### src/rtl/rdc_pkg.sv
// Package: shared types, constants and helpers for the radix digit converter.
`timescale 1ns / 1ps
package rdc_pkg;

  localparam int VALUE_BITS_DEF = 31;
  localparam int RADIX_BITS     = 5;
  localparam int DIGIT_BITS     = 4;
  localparam int CHAR_BITS      = 7;
  localparam logic [RADIX_BITS-1:0] RADIX_MIN = 5'd2;
  localparam logic [RADIX_BITS-1:0] RADIX_MAX = 5'd16;
  localparam logic [CHAR_BITS-1:0]  CHAR_ZERO = 7'h30;
  localparam logic [CHAR_BITS-1:0]  CHAR_A    = 7'h41;
  localparam logic [DIGIT_BITS-1:0] DEC_LIMIT = 4'd10;

  typedef enum logic [1:0] {
    ST_IDLE,
    ST_CONV,
    ST_EMIT,
    ST_ERR
  } state_t;

  // Per-cycle command broadcast along the cell row
  typedef struct packed {
    logic clear;
    logic conv;
    logic shift;
  } cell_ctl_t;

  function automatic logic [CHAR_BITS-1:0] to_ascii(input logic [DIGIT_BITS-1:0] d);
    logic [CHAR_BITS-1:0] c;
    if (d < DEC_LIMIT) begin
      c = CHAR_ZERO + CHAR_BITS'(d);
    end else begin
      c = CHAR_A + CHAR_BITS'(d - DEC_LIMIT);
    end
    return c;
  endfunction

endpackage

### src/rtl/rdc_if.sv
// Interfaces: input and result channels with valid/ready handshake.
`timescale 1ns / 1ps
interface rdc_in_if #(parameter int VALUE_BITS = rdc_pkg::VALUE_BITS_DEF);
  logic                              valid;
  logic                              ready;
  logic [VALUE_BITS-1:0]             value;
  logic [rdc_pkg::RADIX_BITS-1:0]    radix;
  modport source (output valid, value, radix, input ready);
  modport sink   (input valid, value, radix, output ready);
endinterface

interface rdc_out_if;
  logic                              valid;
  logic                              ready;
  logic [rdc_pkg::CHAR_BITS-1:0]     digit_char;
  logic                              last;
  logic                              status;
  modport source (output valid, digit_char, last, status, input ready);
  modport sink   (input valid, digit_char, last, status, output ready);
endinterface

### src/rtl/rdc_cell.sv
// One digit cell: clears, doubles its digit and adds the carry modulo radix, or shifts.
`timescale 1ns / 1ps
module rdc_cell (
  input  logic                               clk,
  input  rdc_pkg::cell_ctl_t                 ctl,
  input  logic [rdc_pkg::RADIX_BITS-1:0]     radix,
  input  logic                               carry_in,
  input  logic                               valid_in,
  input  logic [rdc_pkg::DIGIT_BITS-1:0]     shift_in,
  output logic [rdc_pkg::DIGIT_BITS-1:0]     digit,
  output logic                               carry_out,
  output logic                               valid_out
);
  import rdc_pkg::*;

  logic [RADIX_BITS-1:0] dbl;
  logic [RADIX_BITS-1:0] dbl_red;
  logic                  wrap;

  // 2*d + c, reduced once (result < 2*radix)
  assign dbl     = {digit, carry_in};
  assign wrap    = (dbl >= radix);
  assign dbl_red = wrap ? (dbl - radix) : dbl;

  always_ff @(posedge clk) begin
    if (ctl.clear) begin
      digit     <= '0;
      valid_out <= 1'b0;
      carry_out <= 1'b0;
    end else if (ctl.conv) begin
      valid_out <= valid_in;
      carry_out <= valid_in & wrap;
      if (valid_in) begin
        digit <= dbl_red[DIGIT_BITS-1:0];
      end
    end else if (ctl.shift) begin
      digit     <= shift_in;
      valid_out <= 1'b0;
    end
  end
endmodule

### src/rtl/radix_digit_converter_unit.sv
// Top level: converts a number to ASCII digits in base 2..16, MSB digit first.
// Each item feeds its bits MSB first into a row of VALUE_BITS digit cells,
// lets the carries ripple through the registered cell row, then shifts the
// digits out of the top cell (leading zeros are dropped without a beat, so
// the result count is the digit count). One item is in work at a time, and
// output stalls hold the shifting; an unsupported base gives one error beat.
`timescale 1ns / 1ps
module radix_digit_converter_unit #(
  parameter int VALUE_BITS = rdc_pkg::VALUE_BITS_DEF
) (
  input logic       clk,
  input logic       rst,
  rdc_in_if.sink    req,
  rdc_out_if.source rsp
);
  import rdc_pkg::*;

  localparam int NDIG = VALUE_BITS;
  localparam int CW   = $clog2(VALUE_BITS + NDIG);
  localparam int ECW  = $clog2(NDIG);

  state_t                 state, state_next;
  logic [VALUE_BITS-1:0]  value_sh;
  logic [RADIX_BITS-1:0]  radix_r;
  logic [CW-1:0]          cyc;
  logic [ECW-1:0]         ecnt;
  logic                   started;

  cell_ctl_t              ctl;
  logic [DIGIT_BITS-1:0]  dig   [NDIG];
  logic                   carry [NDIG];
  logic                   vld   [NDIG];

  logic accept, bad_radix, conv_done, show, emit_last, advance;

  assign accept    = req.valid & req.ready;
  assign bad_radix = (req.radix < RADIX_MIN) || (req.radix > RADIX_MAX);
  assign conv_done = (cyc == CW'(VALUE_BITS + NDIG - 2));
  assign emit_last = (ecnt == ECW'(NDIG - 1));
  assign show      = started | (dig[NDIG-1] != '0) | emit_last;
  assign advance   = (state == ST_EMIT) & (~show | rsp.ready);

  // Cell row
  generate
    for (genvar k = 0; k < NDIG; k++) begin : g_cell
      if (k == 0) begin : g_first
        rdc_cell u_cell (
          .clk(clk), .ctl(ctl), .radix(radix_r),
          .carry_in(value_sh[VALUE_BITS-1]),
          .valid_in(cyc < CW'(VALUE_BITS)),
          .shift_in('0),
          .digit(dig[k]), .carry_out(carry[k]), .valid_out(vld[k])
        );
      end else begin : g_rest
        rdc_cell u_cell (
          .clk(clk), .ctl(ctl), .radix(radix_r),
          .carry_in(carry[k-1]), .valid_in(vld[k-1]), .shift_in(dig[k-1]),
          .digit(dig[k]), .carry_out(carry[k]), .valid_out(vld[k])
        );
      end
    end
  endgenerate

  // Next state
  always_comb begin
    state_next = state;
    unique case (state)
      ST_IDLE: if (accept) state_next = bad_radix ? ST_ERR : ST_CONV;
      ST_CONV: if (conv_done) state_next = ST_EMIT;
      ST_EMIT: if (advance && emit_last) state_next = ST_IDLE;
      ST_ERR:  if (rsp.ready) state_next = ST_IDLE;
      default: state_next = ST_IDLE;
    endcase
  end

  // Outputs
  always_comb begin
    req.ready      = 1'b0;
    rsp.valid      = 1'b0;
    rsp.digit_char = '0;
    rsp.last       = 1'b0;
    rsp.status     = 1'b0;
    ctl            = '0;
    unique case (state)
      ST_IDLE: begin
        req.ready = 1'b1;
        ctl.clear = accept;
      end
      ST_CONV: ctl.conv = 1'b1;
      ST_EMIT: begin
        rsp.valid      = show;
        rsp.digit_char = to_ascii(dig[NDIG-1]);
        rsp.last       = emit_last;
        ctl.shift      = advance;
      end
      ST_ERR: begin
        rsp.valid  = 1'b1;
        rsp.last   = 1'b1;
        rsp.status = 1'b1;
      end
      default: ;
    endcase
  end

  // Control registers
  always_ff @(posedge clk) begin
    if (rst) begin
      state   <= ST_IDLE;
      cyc     <= '0;
      ecnt    <= '0;
      started <= 1'b0;
    end else begin
      state <= state_next;
      if (accept) begin
        cyc     <= '0;
        ecnt    <= '0;
        started <= 1'b0;
      end else begin
        if (state == ST_CONV) cyc <= cyc + 1'b1;
        if (advance) begin
          ecnt    <= ecnt + 1'b1;
          started <= started | show;
        end
      end
    end
  end

  // Payload registers
  always_ff @(posedge clk) begin
    if (accept) begin
      value_sh <= req.value;
      radix_r  <= req.radix;
    end else if (state == ST_CONV) begin
      value_sh <= {value_sh[VALUE_BITS-2:0], 1'b0};
    end
  end

  a_err_beat: assert property (@(posedge clk) disable iff (rst)
    rsp.valid && rsp.status |-> rsp.last && (rsp.digit_char == '0))
    else $error("error beat malformed");
  a_busy: assert property (@(posedge clk) disable iff (rst)
    accept |=> !req.ready)
    else $error("accepted while busy");
  a_no_out_conv: assert property (@(posedge clk) disable iff (rst)
    state == ST_CONV |-> !rsp.valid)
    else $error("beat during conversion");
  a_last_idle: assert property (@(posedge clk) disable iff (rst)
    rsp.valid && rsp.ready && rsp.last |=> state == ST_IDLE)
    else $error("run did not end on last beat");
endmodule
### src/flat_wrapper.sv
// flat-port wrapper written by rule: the top's interface ports become plain ports
module radix_digit_converter_unit_flat import rdc_pkg::*;
#(
  parameter int VALUE_BITS = rdc_pkg::VALUE_BITS_DEF
)
  (clk, rst, req_valid, req_value, req_radix, req_ready, rsp_valid, rsp_digit_char, rsp_last, rsp_status, rsp_ready);
  rdc_in_if #(.VALUE_BITS(VALUE_BITS)) req_i ();
  rdc_out_if rsp_i ();
  input logic clk;
  input logic rst;
  input wire logic [$bits(req_i.valid)-1:0] req_valid;
  input wire logic [$bits(req_i.value)-1:0] req_value;
  input wire logic [$bits(req_i.radix)-1:0] req_radix;
  output wire logic [$bits(req_i.ready)-1:0] req_ready;
  output wire logic [$bits(rsp_i.valid)-1:0] rsp_valid;
  output wire logic [$bits(rsp_i.digit_char)-1:0] rsp_digit_char;
  output wire logic [$bits(rsp_i.last)-1:0] rsp_last;
  output wire logic [$bits(rsp_i.status)-1:0] rsp_status;
  input wire logic [$bits(rsp_i.ready)-1:0] rsp_ready;
  assign req_i.valid = req_valid;
  assign req_i.value = req_value;
  assign req_i.radix = req_radix;
  assign req_ready = req_i.ready;
  assign rsp_valid = rsp_i.valid;
  assign rsp_digit_char = rsp_i.digit_char;
  assign rsp_last = rsp_i.last;
  assign rsp_status = rsp_i.status;
  assign rsp_i.ready = rsp_ready;
  radix_digit_converter_unit #(.VALUE_BITS(VALUE_BITS)) u_core (.clk(clk), .rst(rst), .req(req_i), .rsp(rsp_i));
endmodule
### config.mk
export PLATFORM = sky130hd
export DESIGN_NAME = radix_digit_converter_unit_flat
export DESIGN_NICKNAME = d
export VERILOG_FILES = /design/src/rtl/rdc_pkg.sv /design/src/rtl/rdc_if.sv /design/src/rtl/rdc_cell.sv /design/src/rtl/radix_digit_converter_unit.sv /design/src/flat_wrapper.sv
export SDC_FILE = /design/constraint.sdc
export NUM_CORES = 1
export LEC_CHECK = 0
export BUFFER_PORTS_ARGS = -buffer_cell sky130_fd_sc_hd__buf_2
export CORE_UTILIZATION = 45
export DETAILED_ROUTE_END_ITERATION = 7
export GPL_ROUTABILITY_DRIVEN = 0
export GPL_TIMING_DRIVEN = 0
export PLACE_DENSITY_LB_ADDON = 0.05
export SLEW_MARGIN = 20
export SYNTH_ARGS = -nofsm -noshare
export SYNTH_HDL_FRONTEND = slang
export SYNTH_SLANG_ARGS = --single-unit
### constraint.sdc
create_clock -name clk -period 3.9 [get_ports clk]
set_clock_uncertainty 0.15 [all_clocks]
set_input_delay 0.39 -clock clk [delete_from_list [all_inputs] [get_ports clk]]
set_output_delay 0.39 -clock clk [all_outputs]
set_load 0.02 [all_outputs]
==> impl_metrics.csv <==
group,metric,value,unit
synthesis,synth_seq_cells,234,
timing,tightestPinTransition,1110,ps
placed_design,portBuffers,50,
critical_path,required,4200,ps
global_route,grt_first_pass_wirelength,99000,µm
run,drv_cap,0,
cts,cts_setup_buffers,0,
timing,fmax,325,MHz
timing,rsz0062_at_grt,"no",
synthesis,synth_top_area_share,23.0,%
timing,setup_ws,826,ps
synthesis,ys_async_sr_fraction,0,%
synthesis,yosysMostFrequentCell,"nand2_1",
timing,setup_viol,0,
hold_path,hp-class,"input pin to register",
floorplanning,coreArea,37700,µm²
timing,finalMaxSlewViolations,0,
synthesis,synth_cell_types,52,
global_route,antenna_found_initial,0,
synthesis,ys_seq_area_share,29.3,%
synthesis,synth_warnings,0,
synthesis,syn_area,17200,µm²
global_route,overflow,0,
cts,h-tree-depth,1,
run_status,violations,"DRC",
critical_path,worst_setup_path_end_kind,"register",
placed_design,hpwl,45900,µm
finish,fillerInstances,3727,
floorplanning,rows,71,
detailed_routing,wl_per_cell,23.5,µm
finish,insertedDiodeCount,0,
synthesis,syn_avg_cell_area,8.23,µm²
synthesis,synth_edf_count,36,
cts,clock-sinks,234,
global_route,grt_start_max_net_pins,43,
synthesis,synth_common_cells,"nand2_1 (253), dfxtp_1 (198), inv_1 (192)",
floorplanning,initial_core_util,45.8,%
cts,cts_tree,"built",
power,power_leakage,8.59,nW
synthesis,yosysTopAreaCell,"dfxtp_1",
detailed_routing,ant_nets,0,
floorplanning,num_io_pins,51,
timing,hold_viol,0,
finish,syn2layout_area_growth,13.8,%
timing,fin_crit_sh,78.8,%
cts,clock_path_buffers,3,
cts,insertion_delay,580,ps
synthesis,synth.area.top_cells,"dfxtp_1 (23%), ha_1 (12%), o211ai_1 (6.4%)",
detailed_routing,drtPass1Iterations,7,
global_route,grt_pass1_vias,16834,
finish,layout-drive-gt1-share,6.55,%
timing,min_period,3070,ps
power,ir_drop,321,µV
placed_design,post-place-ws,886,ps
critical_path,cp-start-kind,"register",
power,p_per_area,479,nW/µm²
floorplanning,die_h,198,µm
synthesis,synth_ff_type,"dfxtp_1",
timing,max_slew_margin,25.9,%
critical_path,critPathMaxFanout,10,
detailed_routing,drc,1,
cts,clk_pin_slew,60,ps
detailed_routing,dr_total_vias,17383,
critical_path,arrival,3380,ps
synthesis,syn_nets,2330,
timing,holdWs,120,ps
synthesis,synthCells,2095,
global_route,track_usage,33.2,%
floorplanning,die_w,198,µm
detailed_routing,routed_wirelength,64800,µm
cts,cts_made_buffers,29,
finish,nNetsFinal,2457,
finish,multi_input_area,11000,µm²
finish,seqCellArea,5040,µm²
critical_path,worst-setup-path-type,"register to register",
floorplanning,die_area,39100,µm²
detailed_routing,drtIter0Drc,1496,
run_status,status,"complete, but fails checks",
cts,cts_root_buf,"clkbuf_16",
timing,tns,0,ps
detailed_routing,viasPerCell,6.31,
[metal layers]
layer / share of wire, % / track usage [%] / wire, µm
met5: 0 / 0 / 0
met4: 4.1 / 13.1 / 2650
met3: 8.1 / 5.20 / 5220
met2: 44 / 53.0 / 28400
met1: 44 / 44.7 / 28600
[worst max-delay path, stage by stage, from the launching register on]
cell and delay [ps]:
edfxtp_1 870, buf_16 230, buf_8 160, buf_8 170, ha_1 250, nand2b_1 170, a31oi_1 270, o21a_1 300
mux2i_1 250, o211ai_1 110
[state kept, by name, summed over array words and instances (netlist names), 2 cells and up]
name / cells
u_core.radix_r: 5
u_core.state: 2
u_core.g_cell.g_rest.u_cell.valid_out: 29
u_core.g_cell.g_rest.u_cell.carry_out: 29
u_core.ecnt: 5
u_core.value_sh: 31
u_core.cyc: 6
u_core.g_cell.g_rest.u_cell.digit: 120
u_core.g_cell.g_first.u_cell.digit: 4
[logic make-up after synthesis]
| group | synth area share [%] |
|---|---|
| and+or+nand+nor | 13.6 |
| xor gates and xnor gates | 2.18 |
| adders and majority gates | 15.5 |
| AOI/OAI and AO/OA | 30.6 |
| muxes | 2.10 |
| DFF | 29.3 |
| buffers and inverters | 6.82 |
[per-stage QoR]
| stage | cell area (µm²) | instances | utilization (%) | power, mW |
|---|---|---|---|---|
| 2_1_floorplan | 17200 | 2095 | - | 5.42 |
| 3_3_place_gp | 18100 | 2656 | 48.1 | 6.45 |
| 3_5_place_dp | 18300 | 2663 | 48.5 | 6.54 |
| 4_1_cts | 19600 | 2754 | 52.1 | 9.31 |
| 5_1_grt | 19600 | 2754 | 52.1 | 9.84 |
| 6_report | 19600 | 2754 | 52.1 | 9.40 |
[final timing paths]
check / start / endpoint / cells after the start / slack, ps
worst max register to register: u_core.radix_r[0] / u_core.g_cell[8].g_rest.u_cell.digit[1] / 9 / 830
worst min register to register: u_core.value_sh[5] / u_core.value_sh[6] / 2 / 360
worst max-delay path: u_core.radix_r[0] / u_core.g_cell[8].g_rest.u_cell.digit[1] / 9 / 830
worst min-delay path: rsp_ready / u_core.state[0] / 4 / 120
[repair_timing]
action	CTS	global route
hold endpoints to repair	38	0
resized for setup	0	0
hold buffers	39	0
[report_power, final]
group          switching, mW  leakage, nW  internal [mW]
clock network           1.12        0.455           1.64
logic                   2.25         6.17           1.24
registers              0.371         1.96           2.77
[layout make-up]
cell class                      count  area share [%]
Multi-Input combinational cell   1565            56.2
Sequential cell                   234            25.7
Clock buffer                       45            4.21
Timing Repair Buffer               96            4.01
Inverter                          193            3.73
Tap cell                          511            3.26
Buffer                            103            2.30
Clock inverter                      7           0.593
[layout by cell type, fill, tap and decap left out, types with 4 or more instances in the layout]
master	instances
a211oi_1	34
a21o_1	31
a21oi_1	161
a311oi_1	29
a31oi_1	151
and2_1	29
buf_1	10
buf_2	84
clkbuf_1	67
clkbuf_16	29
clkbuf_8	4
dfxtp_1	198
dlygate4sd3_1	39
edfxtp_1	36
fa_1	31
ha_1	164
inv_1	188
mux2i_1	35
nand2_1	253
nand2b_1	33
nand3_1	5
nand4_1	63
nor2_1	75
nor2b_1	4
nor3_1	31
o211a_1	29
o211ai_1	147
o21a_1	31
o21ai_0	38
o22ai_1	29
o31ai_1	88
or3_1	4
xnor2_1	6
xor2_1	37
Power figures use the tool's default switching activity.
